===== src/sv/ptmb_pkg.sv =====
// shared types and constants for the page table map builder
`default_nettype none
package ptmb_pkg;

  localparam int IDX_W       = 9;
  localparam int ENTRIES     = 512;
  localparam int FRAME_W     = 40;
  localparam int FLAGS_W     = 12;
  localparam int ENTRY_W     = FRAME_W + FLAGS_W;
  localparam int VPN_W       = 36;
  localparam int ADDED_W     = 2;
  localparam int IN_USE_W    = 11;
  localparam int CFG_IDX_W   = 1;
  localparam int LEVEL_W     = 2;

  localparam logic [CFG_IDX_W-1:0] REG_ROOT_FRAME  = 1'b0;
  localparam logic [CFG_IDX_W-1:0] REG_ENTRY_FLAGS = 1'b1;

  localparam logic [FRAME_W-1:0] ROOT_FRAME_RST  = 40'd512;
  localparam logic [FLAGS_W-1:0] ENTRY_FLAGS_RST = 12'd3;

  localparam logic [LEVEL_W-1:0] LEVEL_ROOT = 2'd3;
  localparam logic [LEVEL_W-1:0] LEVEL_DIR  = 2'd1;

  typedef enum logic [2:0] {
    ST_CLEAR,
    ST_IDLE,
    ST_READ,
    ST_CHECK,
    ST_LEAF,
    ST_FINISH
  } state_t;

  typedef struct packed {
    logic clr;
    logic load;
    logic rd;
    logic chk;
    logic leaf;
    logic fin;
  } cmd_t;

  typedef struct packed {
    logic clear_last;
    logic present;
    logic pool_full;
    logic last_level;
    logic out_free;
  } sts_t;

endpackage
`default_nettype wire


===== src/sv/ptmb_ctrl.sv =====
// walk sequencer for the page table map builder
`default_nettype none
module ptmb_ctrl
  import ptmb_pkg::*;
(
  input  wire logic clk,
  input  wire logic rst_n,
  input  wire logic in_valid,
  output logic      in_stall,
  input  wire sts_t sts,
  output cmd_t      cmd
);

  state_t state_r, state_nxt;

  always_ff @(posedge clk) begin
    if (!rst_n) begin
      state_r <= ST_CLEAR;
    end else begin
      state_r <= state_nxt;
    end
  end

  always_comb begin
    state_nxt = state_r;
    unique case (state_r)
      ST_CLEAR: begin
        if (sts.clear_last) state_nxt = ST_IDLE;
      end
      ST_IDLE: begin
        if (in_valid) state_nxt = ST_READ;
      end
      ST_READ: state_nxt = ST_CHECK;
      ST_CHECK: begin
        priority if (!sts.present && sts.pool_full) state_nxt = ST_FINISH;
        else if (sts.last_level) state_nxt = ST_LEAF;
        else state_nxt = ST_READ;
      end
      ST_LEAF: state_nxt = ST_FINISH;
      ST_FINISH: begin
        if (sts.out_free) state_nxt = ST_IDLE;
      end
      default: state_nxt = ST_CLEAR;
    endcase
  end

  always_comb begin
    cmd      = '0;
    in_stall = 1'b1;
    unique case (state_r)
      ST_CLEAR: cmd.clr = 1'b1;
      ST_IDLE: begin
        in_stall = 1'b0;
        cmd.load = in_valid;
      end
      ST_READ:   cmd.rd   = 1'b1;
      ST_CHECK:  cmd.chk  = 1'b1;
      ST_LEAF:   cmd.leaf = 1'b1;
      ST_FINISH: cmd.fin  = sts.out_free;
      default:   cmd      = '0;
    endcase
  end

endmodule
`default_nettype wire


===== config.mk =====
export PLATFORM = sky130hd
export DESIGN_NAME = ptmb_ctrl
export DESIGN_NICKNAME = d
export VERILOG_FILES = /design/src/sv/ptmb_pkg.sv /design/src/sv/ptmb_ctrl.sv
export SDC_FILE = /design/constraint.sdc
export NUM_CORES = 1
export LEC_CHECK = 0
export BUFFER_PORTS_ARGS = -buffer_cell sky130_fd_sc_hd__buf_2
export CORE_AREA = 2 2 39 41
export CTS_CLUSTER_DIAMETER = 80
export DETAILED_ROUTE_END_ITERATION = 10
export DIE_AREA = 0 0 41 43
export GPL_TIMING_DRIVEN = 0
export PLACE_DENSITY = 0.49
export SYNTH_ARGS = -nofsm -noshare
export SYNTH_HDL_FRONTEND = slang
export SYNTH_SLANG_ARGS = --single-unit
export TNS_END_PERCENT = 1

===== constraint.sdc =====
create_clock -name clk -period 1.4 [get_ports clk]
set_input_delay 0.07 -clock clk [delete_from_list [all_inputs] [get_ports clk]]
set_output_delay 0.07 -clock clk [all_outputs]
set_load 0.02 [all_outputs]

* Word level (Yosys, flattened, before mapping)
Index checks and enable logic that the tools add are counted.
W data, S select, Z words.
** Operators by class
- Muxes and demuxes :: 13
- Reduce and logical (&&, ||, !) cells :: 4
- Eq/ne operators :: 8
** Operators with widths (count)
- $pmux W3 S6 :: 1
- $mux W3 :: 5
- $mux W1 :: 7
- $eq A3 B2 Y1 const B :: 2
- $eq A3 B3 Y1 const B :: 2
- $ne A2 B2 Y1 const B :: 3
- $eq A3 B1 Y1 const B :: 1
- $logic_not A3 Y1 :: 1
- $reduce_and A3 Y1 :: 1
- $logic_and A1 B1 Y1 :: 1
- $logic_not A1 Y1 :: 1
** Word-level totals
- Register bits after elaboration :: 3

* Longest topological paths before layout
- Depth in word-level cells :: 4
- Gate-level depth with buffers :: 4
- Depth with buffers taken out :: 3

* Least setup slack after synthesis
No wires, ideal clock.
- Kind :: flip-flop to flip-flop
- Start point :: register state_r[0]
- End point :: register state_r[2]
- Cell stages (with the launch flop) :: 5
- Required time :: 1330 ps
- Slack :: 322 ps
- Period minus slack after synthesis :: 1078 ps
- Data arrival time :: 1008 ps
- Cell sequence :: dfxtp_1 -> buf_2 -> and3b_1 -> o21ai_0 -> a21oi_1
** Between the ends
- Cells in the longest elaborated chain, start to end :: 3
** RTL lines
- start, declared :: line ptmb_ctrl.sv:14 : state_t state_r, state_nxt;
- start signal, assigned :: line ptmb_ctrl.sv:20 : state_r <= state_nxt;
- $eq A3 B3 Y1 (tied with other cells) :: line ptmb_ctrl.sv:26 : unique case (state_r)
- $ne A2 B2 Y1 (no line)
- $reduce_and A3 Y1 (no line)
Several ways; a longest one is shown, not always the timed one.
A chain may end at the register's enable or synchronous reset.

==> impl_metrics.toml <==
[logic_synthesis]
synth_cell_types = 18
synth-async-reset-ratio_pct = 0
syn_area_per_cell_um2 = 7.92
synth_enable_flop_cells = 0
synth_warnings = 0
synth_ff_type = "dfxtp_1"
yosys.cell_count.top_type = "dfxtp_1"
synth_seq_cells = 3
yosysTopAreaCell = "dfxtp_1"
synth_cells = 27
syn_nets = 35
synth_area_um2 = 214
ys_seq_area_share_pct = 28.1
synthTopCellsByArea = "dfxtp_1 (28%), a2111oi_2 (7.0%), nand2b_1 (5.8%), nor4_1 (5.8%), and3_4 (5.3%)"
yosysTopAreaCellShare_pct = 28.1

[power]
switching_power_uw = 106
clockPowerShare_pct = 43.7
p_seq_share_pct = 27.7
p_sw_share_pct = 30.5
p_leak_nw = 0.174
peakVddDrop_mv = 0.291
p_int_uw = 240
power_uw = 346
cellPowerDensity_mw_per_mm2 = 1050
combPwrFrac_pct = 28.6

[cts]
htreeDepth = 1
clock_path_buffers = 2
cts_buffers = 3
clk_pin_slew_ps = 40
clock_latency_ps = 230
clkSinkCount = 3
post_cts_buffers = 0
cts_tree = "done"
root_buffer = "clkbuf_4"
ctsResizeCount = 0
hold_buffers = 0

[setup_path]
crit_path_max_fanout = 9
path_buf_inv = 2
slowest_delay_ps = 280
crit_family = "buffers and inverters"
cp.required_ps = 1330
critPathLaunch = "state_r[1]"
r2r_start = "state_r[2]"
arrival_ps = 1140
critPathKind = "flip-flop to output pin"
cp_common_cell = "buf_2"
worst_setup_path_start_kind = "flip-flop"
worst_path_max_delay_cell = "dfxtp_1"
crit_chain = "buf_2 -> nor2_2 -> and3_4 -> buf_2"
endpoint_kind = "output pin"
rrSetupSlack_ps = 310

[layout]
top_register = "state_r"
drive_above_1_share_pct = 51.1
final_core_util_pct = 23.9
final_nets = 54
largest_reg_flops = 3
diodes = 0
finalInstanceArea_um2 = 330
synthToLayoutAreaGrowth_pct = 54.4
biggestRegsByFlops = "state_r (3)"

[drt]
vias = 243
wirelength_um = 520
drcViolationCount = 0
wl_per_cell_um = 8.52
ant_nets = 0
first_pass_iters = 2
drt_iter0_markers = 1
vias_per_cell = 3.98

[run_status]
status = "completed"

[sta]
finalHoldViolCount = 0
hold_slack_ps = 128
max_freq_mhz = 828
fin_crit_ps = 1210
finalSetupViolCount = 0
fin_crit_sh_pct = 86.2
finalSetupTns_ps = 0
grt_setup_unrepaired = "no"
skew_ps = 1.82
slew_headroom_pct = 80.6
slew_viol_final = 0
tightest_slew_ps = 288

[floorplan]
die_h_um = 43
row_count = 14
start_util_pct = 15.5
core_area_mm2 = 0.00138
die_w_um = 41
dieArea_mm2 = 0.00176
pin_count = 15

[place]
gp_congestion = 0.614
portBuffers = 14
placed_area_um2 = 304

[global_route]
antenna_found_initial = 0
grt_pass1_wl_um = 745
gr-total-overflow = 0
grtUsageTotal_pct = 7.02
grt_max_degree = 11
grt_pass1_vias = 214

[flow_run]
maxCapViolCount = 0

[hold_path]
min_from = "rst_n"
hp-class = "input port to flip-flop"
==> final timing paths <==
check               endpoint  cells after the start
setup / recovery      cmd[4]                      4
hold / removal    state_r[2]                      3
setup reg to reg  state_r[0]                      3
hold reg to reg   state_r[0]                      2
==> logic make-up (layout without fill, tap and decap cells) <==
kind of cell	after synthesis	count (layout)	synth area share, %
AOI/OAI and AO/OA	6	6	24.0
buffers and inverters	4	22	8.19
DFF	3	3	28.1
and+or+nand+nor	14	14	39.8
==> final cells by class <==
type,instances,area [µm²]
Fill cell,168,1050
Multi-Input combinational cell,20,136
Timing Repair Buffer,14,70.1
Sequential cell,3,60.1
Clock buffer,4,26.3
Tap cell,16,20.0
Buffer,2,10.0
Inverter,2,7.51
==> metrics by stage <==
| step | std cells | worst slack, ps |
|---|---|---|
| 2_1_floorplan | 27 | 322 |
| 3_3_place_gp | 57 | 291 |
| 3_5_place_dp | 57 | 295 |
| 4_1_cts | 61 | 175 |
| 5_1_grt | 61 | 99.2 |
| 6_report | 61 | 193 |
==> power by group through the flow <==
stage / combinational (mW) / clock, mW / sequential, mW
after floorplan: 0.0698 / 0 / 0.0965
after detailed placement: 0.100 / 0 / 0.0973
after global placement: 0.100 / 0 / 0.0972
final: 0.0990 / 0.151 / 0.0959
after global routing: 0.109 / 0.173 / 0.0968
after CTS: 0.101 / 0.159 / 0.0961
==> layer usage <==
metal  share of wire, %  wire [µm]  GRT usage [%]
met5                  0          0              0
met4                  0          0           8.00
met3                7.3         38           4.71
met2                 55        288           9.69
met1                 37        194           5.77
==> worst reg2reg max path, stage by stage, from the launching register on <==
cell	delay (ps)
dfxtp_1	450
nor2_2	80
and3_4	190
a2111oi_2	270
==> cell usage in the layout (no fill, tap or decap) <==
master,Yosys,layout
a2111oi_2,1,1
a21oi_1,2,2
o21bai_2,1,1
nor2_2,1,1
nor3_1,1,1
nor2_1,2,2
and3b_1,1,1
nor2b_1,1,1
nand2_1,2,2
nor4_1,2,2
clkbuf_1,0,1
o21ai_0,1,1
nor3b_1,1,1
and3_4,1,1
inv_1,2,2
nand2b_1,2,2
o211a_1,1,1
buf_2,2,16
dfxtp_1,3,3
clkbuf_4,0,3
Note: power is estimated with default switching activity, not from simulation.
